### src/rtl/ilff_pkg.sv
// Package for the implicit-list first-fit allocator: payload types, status codes,
// boundary-tag constants and the control word of the shared adder.
// No dependencies.
package ilff_pkg;

    localparam int WORD_W      = 32;
    localparam int REQ_W       = 16;
    localparam int OFFSET_W    = 16;
    localparam int WORD_BYTES  = 4;
    localparam int DWORD_BYTES = 8;
    localparam int MIN_BLOCK   = 2 * DWORD_BYTES;
    localparam int ALLOC_BIT   = 1;
    localparam int OFS_W       = 5;

    typedef enum logic [1:0] {
        ST_GRANTED   = 2'd0,
        ST_ZERO      = 2'd1,
        ST_EXHAUSTED = 2'd2
    } status_t;

    typedef struct packed {
        logic [REQ_W-1:0] request_bytes;
    } req_t;

    typedef struct packed {
        logic [OFFSET_W-1:0] block_offset;
        status_t             status;
    } rsp_t;

    typedef enum logic {
        ALU_ADD = 1'b0,
        ALU_SUB = 1'b1
    } alu_op_t;

    // Small signed offsets folded into the adder result.
    localparam logic signed [OFS_W-1:0] OFS_NONE  = 5'sd0;
    localparam logic signed [OFS_W-1:0] OFS_HDR   = -5'sd4;
    localparam logic signed [OFS_W-1:0] OFS_FTR   = -5'sd8;
    localparam logic signed [OFS_W-1:0] OFS_ROUND = 5'sd15;

    typedef struct packed {
        alu_op_t                  op;
        logic signed [OFS_W-1:0]  ofs;
    } alu_ctl_t;

endpackage

### src/rtl/ilff_alu.sv
// Shared adder/subtractor of the allocator datapath with a small signed offset.
// Depends on ilff_pkg for the control word.
module ilff_alu #(
    parameter int W = 19
) (
    input  logic [W-1:0]      a,
    input  logic [W-1:0]      b,
    input  ilff_pkg::alu_ctl_t ctl,
    output logic [W-1:0]      y
);

    logic [W-1:0] base;
    logic [W-1:0] ofs_ext;

    assign ofs_ext = {{(W-ilff_pkg::OFS_W){ctl.ofs[ilff_pkg::OFS_W-1]}}, ctl.ofs};
    assign base    = (ctl.op == ilff_pkg::ALU_SUB) ? (a - b) : (a + b);
    assign y       = base + ofs_ext;

endmodule
### config.mk
export PLATFORM = sky130hd
export DESIGN_NAME = ilff_alu
export DESIGN_NICKNAME = d
export VERILOG_FILES = /design/src/rtl/ilff_pkg.sv /design/src/rtl/ilff_alu.sv
export SDC_FILE = /design/constraint.sdc
export NUM_CORES = 1
export LEC_CHECK = 0
export ABC_CLOCK_PERIOD_IN_PS = 4550
export BUFFER_PORTS_ARGS = -buffer_cell sky130_fd_sc_hd__clkbuf_2
export CAP_MARGIN = 5
export CORE_MARGIN = 2
export CORE_UTILIZATION = 45
export DETAILED_ROUTE_END_ITERATION = 10
export GPL_ROUTABILITY_DRIVEN = 0
export PLACE_DENSITY_LB_ADDON = 0.1
export SLEW_MARGIN = 20
export SYNTH_ARGS = -nofsm -noshare
export SYNTH_HDL_FRONTEND = slang
export SYNTH_SLANG_ARGS = --single-unit
### constraint.sdc
create_clock -name vclk -period 4.55
set_input_delay 0.6825 -clock vclk [all_inputs]
set_output_delay 0.6825 -clock vclk [all_outputs]
set_load 0.01 [all_outputs]
==> results of run 1 <==
[metrics by stage]
stage               std cells  worst slack, ns
detailed placement        499          -0.6281
finish                    522          -0.6471
floorplan                 288          -0.2354
global route              522          -0.8367
CTS                       516          -0.5214
global placement          499          -0.6309
[critical path, stage by stage]
cell and delay [ns]:
buf_8 0.10, nor3_4 0.18, nand4b_1 0.16, buf_4 0.19, o21bai_1 0.17, xor2_1 0.21
ha_1 0.31, and3_4 0.18, and4_4 0.19, nor3_4 0.22, buf_6 0.14, xnor2_2 0.10
ha_1 0.28, a21o_1 0.21, a21o_1 0.20, a21oi_4 0.17, o2bb2ai_2 0.09, o31a_1 0.30
nor2_1 0.14, xnor2_1 0.13, clkbuf_2 0.15
[where the power goes]
part	internal (mW)	total (mW)	switching, mW	leakage (nW)
Sequential	0	0	0	0
Clock	0	0	0	0
Combinational	0.741	1.41	0.671	1.92
[layout by cell type, fill, tap and decap left out, drive strengths merged, types with 4 or more instances in the layout]
cell type  synthesis  layout
xnor2             39      39
o21ai             19      19
buf                1     135
xor2               8       8
ha                37      37
nand2             11      11
nand4              4       4
o21bai             4       4
a21oi             27      27
and3               5       5
a21o              15      15
nor2              27      27
inv               22      22
o21a               9       9
clkbuf             1      49
nor3               7       7
a31oi              7       7
[cell families (layout without fill, tap and decap cells)]
| group | count (synthesis) | in the layout | share of synthesized area [%] |
|---|---|---|---|
| buffers and inverters | 24 | 206 | 4.306 |
| muxes | 1 | 1 | 0.5382 |
| and+or+nand+nor | 75 | 75 | 19.08 |
| xor gates and xnor gates | 47 | 47 | 19.68 |
| AOI/OAI and AO/OA | 102 | 102 | 32.36 |
| adders and majority gates | 39 | 39 | 24.04 |
[routing by layer]
metal	part of all wire, %	vias up	GRT usage (%)	wire (um)
met5	0	-	0	0
met2	54	106	45.97	4435
met4	3.2	0	1.677	265
li1	-	1430	-	-
met3	3.3	29	0.2778	275
met1	40	1362	28.88	3272
[final cells by class]
cell class / count / area [sq um]
inverter: 22 / 90.09
tap: 52 / 65.06
fill: 221 / 544.3
multi-input combinational: 264 / 2407
timing repair buffer: 184 / 1308
[how the worst max path moves through the flow]
stage	start	cells after the start	to	slack, ns
finish	b[4]	21	y[15]	-0.65
global route	b[4]	22	y[18]	-0.84
CTS	b[2]	20	y[17]	-0.52
detailed placement	b[0]	20	y[16]	-0.63
global placement	b[0]	20	y[16]	-0.63
floorplan	b[4]	17	y[17]	-0.24
[what timing repair did]
action                     4_1_cts  5_1_grt
hold buffers                     0        0
pin swaps                       50       55
buffers inserted                20        7
setup endpoints to repair       11       11
resized for setup               52       60
hold endpoints to repair         0        0
==> impl_metrics.json, run 1 <==
{
  "status": "complete, but fails checks",
  "violations": "negative setup slack",
  "path_class": "in -> out",
  "cp.arrival_ns": 4.51,
  "total_power_mw": 1.413,
  "clkbuf_count": 0,
  "syn_area_sq_um": 2092,
  "design.seq.count": 0,
  "yosys.cell_types.count": 53,
  "syn_nets": 371,
  "grt_pass1_vias": 2502,
  "seq_area_sq_um": 0,
  "maxSlewHeadroom_pct": 58.69,
  "hold_start": "ctl[0]",
  "p_per_area_nw_per_um2": 365.0,
  "rsz0062_at_grt": "yes",
  "synth_cells": 288,
  "hold_viol_final": 0,
  "postRouteWirelength_mm": 8.248,
  "hp-class": "in -> out",
  "tightest_slew_ns": 0.6040,
  "hpwl_mm": 4.893,
  "maxSlewViolCount": 0,
  "overflow": 0,
  "syn_to_final_growth_pct": 84.99,
  "synth_commonest_cells": "39 x xnor2_1, 37 x ha_1, 27 x nor2_1",
  "rows": 24,
  "drcViolationCount": 0,
  "end_kind": "primary output",
  "fin_crit_sh_pct": 114.2,
  "postLayoutCellArea_sq_um": 3870,
  "whs_ns": 1.692,
  "seq_area_frac_synth_pct": 0,
  "yosysTopAreaCellShare_pct": 22.13,
  "layout.nets": 555,
  "coreArea_sq_um": 4414,
  "whs_path_depth": 3,
  "hold_end": "y[0]",
  "start_util_pct": 47.39,
  "synth.most_common_cell": "xnor2_1",
  "drt_iter0_markers": 102,
  "cap_violations": 0,
  "startpoint_type": "input pin",
  "period_minus_slack_ns": 5.197,
  "grtUsageTotal_pct": 23.21,
  "boundaryPins": 63,
  "cp_max_fo": 4,
  "yosys_warnings": 0,
  "vias_per_cell": 5.607,
  "dr.pass1.iters": 4,
  "die_w_um": 72.18,
  "wl_per_cell_um": 15.80,
  "dr_total_vias": 2927,
  "clock.fmax_mhz": 192.4,
  "cp.required_ns": 3.87,
  "dpl-instance-area_sq_um": 3256,
  "avgSynthCellArea_sq_um": 7.264,
  "grt_pass1_wl_mm": 10.25,
  "fin_tns_setup_ns": -4.510,
  "grt_max_degree": 16,
  "finalSetupViolCount": 10,
  "die_area_sq_um": 5210,
  "p_leak_nw": 1.923,
  "setup_ws_ns": -0.6471,
  "ant_nets": 0,
  "synthTopCellsByArea": "ha_1 22%, xnor2_1 16%, a21oi_1 6.0%, a21o_1 5.4%, nor2_1 4.8%",
  "antenna_found_initial": 0,
  "diodes": 0,
  "die_h_um": 72.18,
  "io_buffers": 63,
  "synth_largest_area_cell": "ha_1",
  "layout-drive-gt1-share_pct": 53.83,
  "final_util_pct": 87.67,
  "ir_drop_mv": 0.1757
}
(Power assumes the default switching activity.)
==> run 2: changes to the inputs <==
Settings changed: ABC_AREA set to 1.
==> impl_metrics.json, run 2 <==
{
  "drt_iter0_markers": 79,
  "synth_cells": 456,
  "design.seq.count": 0,
  "startpoint_type": "input pin",
  "die_h_um": 79.04,
  "io_buffers": 63,
  "finalSetupViolCount": 3,
  "cp.required_ns": 3.87,
  "tightest_slew_ns": 0.5401,
  "layout.nets": 673,
  "ant_nets": 0,
  "final_common_cell": "nand2_1",
  "diodes": 0,
  "p_leak_nw": 2.208,
  "boundaryPins": 63,
  "end_kind": "primary output",
  "hp-class": "in -> out",
  "synth_commonest_cells": "135 x nand2_1, 76 x inv_1, 40 x nor2_1",
  "die_area_sq_um": 6247,
  "synthTopCellsByArea": "nand2_1 20%, ha_1 18%, inv_1 11%, xor2_1 9.0%, a21oi_1 7.1%",
  "coreArea_sq_um": 5473,
  "grt_max_degree": 17,
  "wl_per_cell_um": 12.78,
  "ir_drop_mv": 0.2126,
  "maxSlewHeadroom_pct": 63.99,
  "clkbuf_count": 0,
  "dr.pass1.iters": 4,
  "synth.most_common_cell": "nand2_1",
  "cp.arrival_ns": 3.91,
  "layout-drive-gt1-share_pct": 42.86,
  "setup_ws_ns": -0.04158,
  "yosysTopAreaCellShare_pct": 20.00,
  "yosys_warnings": 0,
  "mostFrequentLayoutCells": "112 x nand2_1, 71 x inv_1, 62 x buf_4",
  "vias_per_cell": 5.074,
  "seq_area_sq_um": 0,
  "hpwl_mm": 6.204,
  "drcViolationCount": 0,
  "antenna_found_initial": 0,
  "postRouteWirelength_mm": 8.432,
  "total_power_mw": 1.389,
  "period_minus_slack_ns": 4.592,
  "grt_pass1_wl_mm": 12.50,
  "whs_ns": 1.688,
  "overflow": 0,
  "syn_nets": 539,
  "cap_violations": 0,
  "cts-hold-fix-buffers": 0,
  "rsz0062_at_grt": "yes",
  "rows": 27,
  "fin_crit_sh_pct": 100.9,
  "start_util_pct": 46.30,
  "syn_area_sq_um": 2534,
  "hold_viol_final": 0,
  "status": "complete, but fails checks",
  "violations": "negative setup slack",
  "seq_area_frac_synth_pct": 0,
  "avgSynthCellArea_sq_um": 5.556,
  "clock.fmax_mhz": 217.8,
  "synth_largest_area_cell": "nand2_1",
  "dr_total_vias": 3349,
  "p_per_area_nw_per_um2": 333.2,
  "grt_pass1_vias": 3067,
  "whs_path_depth": 3,
  "maxSlewViolCount": 0,
  "cp_max_fo": 5,
  "syn_to_final_growth_pct": 64.49,
  "path_class": "in -> out",
  "die_w_um": 79.04,
  "yosys.cell_types.count": 30,
  "grtUsageTotal_pct": 23.59
}
## run 2: cell types whose count changed in the layout (fill, tap and decap cells not counted), moves of 14 or more
cell     previous run  this run
a21oi_2             8        22
buf_4             110        62
ha_1               34        19
ha_4                2        17
inv_1              19        71
nand2_1             9       112
nand2_2             1        23
nand3_1             2        23
xnor2_1            36         9
xor2_1              8        24
## run 2: kinds of logic after synthesis
| logic type | count (synthesis) | synth area share [%] |
|---|---|---|
| buffers and inverters | 78 | 11.60 |
| and+or+nand+nor | 227 | 37.58 |
| adders and majority gates | 39 | 19.85 |
| AOI/OAI and AO/OA | 76 | 18.52 |
| xor gates and xnor gates | 36 | 12.44 |
## run 2: final cells by class
type / count / area (sq um)
repair buffers: 133 / 890.9
well taps: 72 / 90.09
inverters: 77 / 299.0
fillers: 424 / 1305
multi-input cells: 378 / 2888
## run 2: worst max-delay path, cell delays in order
cell     delay [ns]
buf_8          0.10
inv_6          0.05
buf_6          0.09
nand3_4        0.08
nor2_4         0.10
nand2_2        0.08
nor2_4         0.10
nand2_1        0.07
nand2_2        0.10
nand2_2        0.09
xnor2_2        0.16
ha_4           0.30
nand2_1        0.09
o21ai_1        0.27
inv_1          0.10
nand2_2        0.10
nand2_2        0.06
nand3_1        0.08
nand2_2        0.09
ha_4           0.32
nand2_4        0.07
nor3_4         0.20
nand4_1        0.14
nand3_2        0.12
inv_1          0.04
nand2_1        0.05
nand2_1        0.04
buf_2          0.13
## run 2: stage by stage
| stage | worst slack [ns] | area, sq um | util, % | std cells | setup TNS, ns |
|---|---|---|---|---|---|
| after floorplan | 0.2986 | 2534 | - | 456 | 0 |
| after global placement | -0.2169 | 3347 | 61.16 | 645 | -0.7700 |
| after detailed placement | -0.2988 | 3347 | 61.16 | 645 | -1.217 |
| after CTS | -0.01494 | 3615 | 66.05 | 655 | -0.02733 |
| after global routing | -0.2361 | 4168 | 76.15 | 660 | -0.9988 |
| final | -0.04158 | 4168 | 76.15 | 660 | -0.08108 |
## run 2: power by group
group | switching [mW] | leakage [nW] | total [mW] | internal [mW]
sequential | 0 | 0 | 0 | 0
combinational | 0.765 | 2.21 | 1.39 | 0.624
clock | 0 | 0 | 0 | 0
## run 2: worst paths after layout
path / startpoint / to / slack [ns]
hold / removal: ctl[0] / y[0] / 1.69
setup / recovery: b[1] / y[18] / -0.04
## run 2: what timing repair did
item / CTS / global route
pin swaps: 27 / 67
resized for setup: 41 / 120
setup buffers: 10 / 6
endpoints found under the setup margin: 7 / 12
## run 2: per-layer routing
| metal | part of all wire [%] | GRT usage [%] | wire length (um) | vias to the layer above |
|---|---|---|---|---|
| li1 | - | - | - | 1742 |
| met1 | 42 | 28.85 | 3553 | 1488 |
| met2 | 52 | 45.51 | 4364 | 97 |
| met3 | 3.3 | 0.5682 | 280 | 22 |
| met4 | 2.8 | 5.172 | 235 | 0 |
| met5 | 0 | 0 | 0 | - |
